--- src/design/assert_macros.svh ---
// Assertion macros for the eye aspect ratio design files.
// Depends on nothing; included by files that check their own logic.
`ifndef ASSERT_MACROS_SVH
`define ASSERT_MACROS_SVH
// Implication checked at every rising clock edge outside reset.
`define ASSERT_IMP(label, clk, rst_n, ante, cons, msg) \
  label: assert property (@(posedge clk) disable iff (!rst_n) (ante) |-> (cons)) \
    else $error(msg);
// Next-cycle implication checked outside reset.
`define ASSERT_NXT(label, clk, rst_n, ante, cons, msg) \
  label: assert property (@(posedge clk) disable iff (!rst_n) (ante) |=> (cons)) \
    else $error(msg);
`endif

--- src/design/ear_pkg.sv ---
// Package for the eye aspect ratio blink detector: widths and constants.
// Depends on nothing; used by the top level and ear_sqrt.
package ear_pkg;
  localparam int COORD_BITS_DEF = 12;
  localparam int EAR_BITS       = 16;
  localparam int EAR_FRAC       = 12;
  localparam int DIST_FRAC      = 8;
  localparam logic [EAR_BITS-1:0] EAR_MAX       = 16'hFFFF;
  localparam logic [EAR_BITS-1:0] THRESH_RESET  = 16'd901;
endpackage

--- src/design/ear_sqrt.sv ---
// Pipelined integer square root, one restoring step per stage.
// Depends on ear_pkg; used by the top level, three instances.
module ear_sqrt
  import ear_pkg::*;
#(
  parameter int IN_BITS = 42
) (
  input  logic                 clk,
  input  logic                 en,
  input  logic [IN_BITS-1:0]   rad,
  output logic [IN_BITS/2-1:0] root
);
  localparam int RB = IN_BITS / 2;
  // Per stage: remaining radicand, partial remainder and root so far.
  logic [IN_BITS-1:0] rad_r [RB+1];
  logic [RB+1:0]      rem_r [RB+1];
  logic [RB-1:0]      q_r   [RB+1];

  always_comb begin
    rad_r[0] = rad;
    rem_r[0] = '0;
    q_r[0]   = '0;
  end

  for (genvar s = 0; s < RB; s++) begin : g_step
    logic [RB+1:0]      trial;
    logic [RB+1:0]      rem_nxt;
    logic [RB-1:0]      q_nxt;
    logic [IN_BITS-1:0] rad_nxt;
    logic [RB+1:0]      rem_cur_r;
    logic [RB-1:0]      q_cur_r;
    logic [IN_BITS-1:0] rad_cur_r;
    always_comb begin
      rem_nxt = {rem_r[s][RB-1:0], rad_r[s][IN_BITS-1 -: 2]};
      trial   = {q_r[s], 2'b01};
      rad_nxt = {rad_r[s][IN_BITS-3:0], 2'b00};
      if (rem_nxt >= trial) begin
        rem_nxt = rem_nxt - trial;
        q_nxt   = {q_r[s][RB-2:0], 1'b1};
      end else begin
        q_nxt   = {q_r[s][RB-2:0], 1'b0};
      end
    end
    always_ff @(posedge clk) begin
      if (en) begin
        rem_cur_r <= rem_nxt;
        q_cur_r   <= q_nxt;
        rad_cur_r <= rad_nxt;
      end
    end
    always_comb begin
      rem_r[s+1] = rem_cur_r;
      q_r[s+1]   = q_cur_r;
      rad_r[s+1] = rad_cur_r;
    end
  end

  assign root = q_r[RB];
endmodule
--- config.mk ---
export PLATFORM = sky130hd
export DESIGN_NAME = ear_sqrt
export DESIGN_NICKNAME = d
export VERILOG_FILES = /design/src/design/assert_macros.svh /design/src/design/ear_pkg.sv /design/src/design/ear_sqrt.sv
export SDC_FILE = /design/constraint.sdc
export NUM_CORES = 1
export LEC_CHECK = 0
export BUFFER_PORTS_ARGS = -buffer_cell sky130_fd_sc_hd__buf_2
export CORE_MARGIN = 2
export CORE_UTILIZATION = 58
export CTS_CLUSTER_SIZE = 12
export DETAILED_ROUTE_END_ITERATION = 8
export GPL_TIMING_DRIVEN = 1
export PLACE_DENSITY = 0.74
export SYNTH_ARGS = -nofsm -noshare
export SYNTH_HDL_FRONTEND = slang
export SYNTH_SLANG_ARGS = --single-unit
--- constraint.sdc ---
create_clock -name clk -period 3.9 [get_ports clk]
set_clock_uncertainty 0.15 [all_clocks]
set_input_delay 0.78 -clock clk [delete_from_list [all_inputs] [get_ports clk]]
set_output_delay 0.78 -clock clk [all_outputs]
set_load 0.01 [all_outputs]
; Word level (Yosys, flattened, before mapping)
; Index checks and enable logic that the tools add are counted.
[classes]
n_div = 0
add_sub_neg = 20
n_mux = 41
eq_ne = 0
mul = 0
order_cmp = 21
shift = 0
reduce_logical = 0
bitwise_logic = 0
[op_table]
columns = cell, count
row1 = 2-to-1 mux 21 bit, 19
row2 = greater-or-equal comparator 23 x 10 -> 1 bit, 1
row3 = greater-or-equal comparator 23 x 11 -> 1 bit, 1
row4 = greater-or-equal comparator 23 x 12 -> 1 bit, 1
row5 = greater-or-equal comparator 23 x 13 -> 1 bit, 1
row6 = greater-or-equal comparator 23 x 14 -> 1 bit, 1
row7 = greater-or-equal comparator 23 x 15 -> 1 bit, 1
row8 = greater-or-equal comparator 23 x 16 -> 1 bit, 1
row9 = greater-or-equal comparator 23 x 17 -> 1 bit, 1
row10 = greater-or-equal comparator 23 x 18 -> 1 bit, 1
row11 = greater-or-equal comparator 23 x 19 -> 1 bit, 1
row12 = greater-or-equal comparator 23 x 20 -> 1 bit, 1
row13 = greater-or-equal comparator 23 x 21 -> 1 bit, 1
row14 = greater-or-equal comparator 23 x 22 -> 1 bit, 1
row15 = greater-or-equal comparator 23 x 3 -> 1 bit, 1
row16 = greater-or-equal comparator 23 x 4 -> 1 bit, 1
row17 = greater-or-equal comparator 23 x 5 -> 1 bit, 1
row18 = greater-or-equal comparator 23 x 6 -> 1 bit, 1
row19 = greater-or-equal comparator 23 x 7 -> 1 bit, 1
row20 = greater-or-equal comparator 23 x 8 -> 1 bit, 1
row21 = greater-or-equal comparator 23 x 9 -> 1 bit, 1
row22 = 2-to-1 mux 1 bit, 21
row23 = subtractor 21 x 10 -> 21 bit, 1
row24 = subtractor 21 x 11 -> 21 bit, 1
row25 = 20 further kinds, 20
[word_totals]
inputBits = 44
mem_bits_ro = 0
wordCells = 144
reg_bits = 1053
latch_bits = 0
memories = 0
mem_bits_rw = 0

; Longest topological paths before layout
[logic_depth]
depth_word = 2
depth_mapped = 13

; Worst setup path before layout
; OpenSTA, ideal clock, no wires.
[synth_timing]
path_type = flip-flop to flip-flop
start = reg g_step[15].rem_cur_r[6]
end = reg g_step[16].rem_cur_r[20], data pin
arrival_ns = 2.456
t_required_ns = 3.490
setup_ns = 0.260
path_buffers = 0
stages_incl_launch_ff = 9
slack_ns = 1.035
cell_sequence = edfxtp_1 > ha_1 > and4_1 > and2_1 > a2111oi_1 > o31ai_1 > and2_1 > nor4_1 > mux2_2
[synth_between]
elab_chain_cells = 2
elab_cells_between_ends = 3
[synth_rtl]
columns = item, line
row1 = from (decl), ear_sqrt.sv:30  ; logic [RB+1:0] rem_cur_r;
row2 = from (signal assigned), ear_sqrt.sv:46  ; rem_cur_r <= rem_nxt;
row3 = subtractor 21 x 18 -> 21 bit or greater-or-equal comparator 23 x 18 -> 1 bit (tied branches), "ear_sqrt.sv:38, ear_sqrt.sv:37"
row4 = 2-to-1 mux 21 bit (*), ear_sqrt.sv:37  ; if (rem_nxt >= trial) begin
row5 = net g_step[16].rem_nxt[20], ear_sqrt.sv:27  ; logic [RB+1:0] rem_nxt;
row6 = to (signal assigned), ear_sqrt.sv:46
row7 = to (decl), ear_sqrt.sv:30
; The timed path passes the listed nets; every way through them passes the cells marked *.
; A chain may end at the register's enable or synchronous reset.

; Worst setup path in the final report
[layout_timing]
start = reg g_step[9].rem_cur_r[2]
end = reg g_step[10].rem_cur_r[17], data pin
[layout_between]
elab_chain_cells = 2
elab_cells_between_ends = 3
[layout_rtl]
columns = item, line
row1 = from (decl), ear_sqrt.sv:30
row2 = from (signal assigned), ear_sqrt.sv:46
row3 = subtractor 21 x 12 -> 21 bit or greater-or-equal comparator 23 x 12 -> 1 bit (tied branches), "ear_sqrt.sv:38, ear_sqrt.sv:37"
row4 = 2-to-1 mux 21 bit (*), ear_sqrt.sv:37
row5 = net g_step[10].rem_nxt[17], ear_sqrt.sv:27
row6 = to (signal assigned), ear_sqrt.sv:46
row7 = to (decl), ear_sqrt.sv:30
; Marks and branches as above.

==> results by group <==
Synthesis
  – Synth Net Count: 3982
  – Prevailing post-synth register cell: edfxtp_1
  – Syn avg cell area: 13.04 um^2
  – Mapped Area: about 48000 um^2
  – Post-synth EDFFs: 1036
  – Sequential fraction of the synthesis area: 64.69%
  – Yosys warns: 0
  – Post-synthesis instance total: ~3700
  – Synth Register Bits: 1036
  – Synth unique cells: 85
  – Post-synth ARST share: 0%

Timing
  – Slew margin rel.: about a third
  – Finish-stage setup viols: 0
  – Final slew viol count: 0
  – Fmax: 291.6 MHz
  – RSZ-0062 raised after global routing: false
  – Final Hold Vio Count: 0
  – Setup TNS: 0 ns
  – Minimum clock period: 3.429 ns
  – Tcrit/Tclk final: 87.93%
  – Worst-Margin Slew: 1.016 ns

Routing
  – Vias: 28480
  – Via/cell ratio: 5.716
  – Drt first pass iters: 6
  – Per-cell routed wire length: 17.07 um
  – DRC errors left: 0
  – DRT iter0 DRCs: approximately 2300
  – Final WL: 85040 um
  – Routed Antenna Nets: 0

Clocking
  – Clk buf depth: 3
  – CTS Hold Bufs: 0
  – CTS tree: built
  – Clock Latency Late Sink: between 0.6 and 0.7 ns
  – CTS Buf Count: roughly 110
  – Register clock-pin slew on the reported worst setup and hold paths: 0.06 ns
  – # Post-CTS Setup Buffers: 0
  – Root Buffer: clkbuf_16
  – Clock Sinks: 1036
  – PostCTS Resize Cnt: 0
  – H-tree levels: 3

Die
  – Chip Height: 291.9 um
  – Core area: approximately 82000 um^2
  – Die Wd: 291.9 um
  – Top Ports: 65
  – Rows: 105
  – Initial Utilization: 58.57%
  – Die ar.: 85230 um^2

Finish
  – Area grow syn2layout: 10.79%
  – Antenna Cells: 0
  – Share of layout cells above drive strength 1: 8.050%
  – Layout Utilization: about two thirds
  – Final layout net count: 4141
  – Finished Layout Cells: roughly 5000
  – Final Instance Area: 53280 um^2

Critical path
  – CP endpoint kind: register
  – Worst EP arrival: 3.69 ns
  – Critical Path Fanout Max: 19
  – CP Class: register to register
  – Worst path required time: roughly 4.2 ns
  – Critical path launch point type: register

Place
  – Number of port buffers: 64
  – Hpwl dp: between 60000 and 70000 um
  – DP Cell Count: 4807
  – Routability Congestion: about 0.88
  – Post-DP Area: 50040 um^2

GRT
  – GR Overflow Total: 0
  – Global-route wire length before repair: 139100 um
  – Vias in the first global route: 27610
  – GRT Resource Usage Total: 20.03%
  – Pin count of the biggest net entering global routing: 104
  – Initial antenna violation count: 0

Worst hold path
  – HP Class: input pin to register

Power
  – Sw Ratio: 27.17%
  – Power Dens Cells: 560.4 nW/um^2
  – Reg power frac: 49.6%
  – Gate power share: 18.7%
  – Clock power frac: 31.6%
  – Max VDD drop: between 0.0004 and 0.0005 V
  – Internal power: between 20 and 25 mW
  – Tot Pwr: approximately 30 mW
  – Leak: 20.52 nW
  – Psw: 8.113 mW

Outcome
  – Outcome: complete, no violations

Flow run
  – Max Cap Violations: 0
==> synthesized netlist by cell type, types with 13 or more instances <==
cell / number / area (um^2)
o21a_1: 38 / 285.3
xnor2_1: 148 / 1296
or3_1: 43 / 269.0
mux2_2: 31 / 349.1
or4_1: 16 / 120.1
o21ai_0: 201 / 1006
nor3_1: 101 / 505.5
nor2_1: 230 / 863.3
xor2_1: 144 / 1261
o31ai_1: 28 / 210.2
edfxtp_1: 1036 / 31110
and3_1: 17 / 106.4
nand3_1: 50 / 250.2
a211oi_1: 28 / 210.2
nor2b_1: 28 / 175.2
a31oi_1: 24 / 150.1
a21oi_1: 234 / 1171
inv_1: 316 / 1186
ha_1: 251 / 3141
o211ai_1: 24 / 180.2
a21o_1: 66 / 495.5
nand2_1: 220 / 825.8
nand2b_1: 51 / 319.1
nand4_1: 34 / 212.7
nor4_1: 40 / 250.2
or2_2: 13 / 81.33
clkbuf_1: 48 / 180.2
==> path summary, 6_finish.rpt <==
check	endpoint	startpoint	cells past startpoint	slack (ns)
setup / recovery	g_step[10].rem_cur_r[17]	g_step[9].rem_cur_r[2]	9	0.47
setup reg to reg	g_step[10].rem_cur_r[17]	g_step[9].rem_cur_r[2]	9	0.47
hold reg to reg	g_step[15].rad_cur_r[41]	g_step[14].rad_cur_r[39]	0	0.25
hold / removal	g_step[0].rad_cur_r[33]	rad[31]	1	0.12
==> per-stage QoR <==
step | hold slack [ns] | setup slack [ns]
3_5_place_dp | 0.2545 | 0.5525
6_report | 0.1153 | 0.4709
4_1_cts | 0.07949 | 0.5176
2_1_floorplan | 0.2503 | 1.035
3_3_place_gp | 0.2509 | 0.5844
5_1_grt | 0.08844 | 0.2308
==> registers in the layout, indices dropped and copies added (netlist names) <==
register          cells
g_step.rem_cur_r    385
root                 21
g_step.rad_cur_r    420
g_step.q_cur_r      210
==> worst max-delay path, stage by stage, from the launching register on <==
cell and delay, ns:
edfxtp_1 0.41, ha_1 0.37, a21o_1 0.17, a21o_1 0.18, o21ai_0 0.31, nor2b_1 0.28
o211a_1 0.45, clkinv_1 0.52, o211ai_1 0.26, xnor2_1 0.09
==> layer usage <==
metal	vias up	wire length [um]	global-route usage, %
met4	0	1716	5.557
li1	14030	-	-
met5	-	0	0
met2	747	39470	32.16
met1	13560	39190	28.71
met3	140	4667	3.037
==> kinds of logic after synthesis <==
family / synth area share, %
AOI/OAI and AO/OA: 10.25
adders and majority gates: 6.531
buffers and inverters: 3.018
other: 0.007798
xor gates and xnor gates: 5.318
muxes: 0.8300
DFF: 64.69
and+or+nand+nor: 9.356
==> cell usage in the layout (no fill, tap or decap), drive strengths merged, types with 112 or more instances in the layout <==
| cell | synthesis | routed |
|---|---|---|
| edfxtp | 1036 | 1036 |
| inv | 319 | 322 |
| ha | 251 | 251 |
| a21oi | 234 | 234 |
| nor2 | 231 | 231 |
| nand2 | 220 | 220 |
| o21ai | 207 | 207 |
| xnor2 | 148 | 148 |
| xor2 | 144 | 144 |
| clkbuf | 48 | 135 |
| buf | 14 | 112 |
==> power groups by stage <==
stage / clock network [mW] / registers (mW) / logic, mW
floorplan: 0 / 14.7 / 4.12
global placement: 0 / 15.0 / 5.41
detailed placement: 0 / 15.0 / 5.51
CTS: 9.70 / 14.8 / 5.54
global route: 10.1 / 15.0 / 6.29
finish: 9.45 / 14.8 / 5.60
==> cell type report <==
class / count / area [um^2]
sequential: 1036 / 31110
multi-input combinational: 2268 / 15540
clock buffer: 135 / 2783
inverter: 321 / 1205
fill: 5927 / 28830
timing repair buffer: 112 / 853.3
tap: 1070 / 1339
clock inverter: 41 / 451.7
Note: power is estimated with default switching activity, not from simulation.
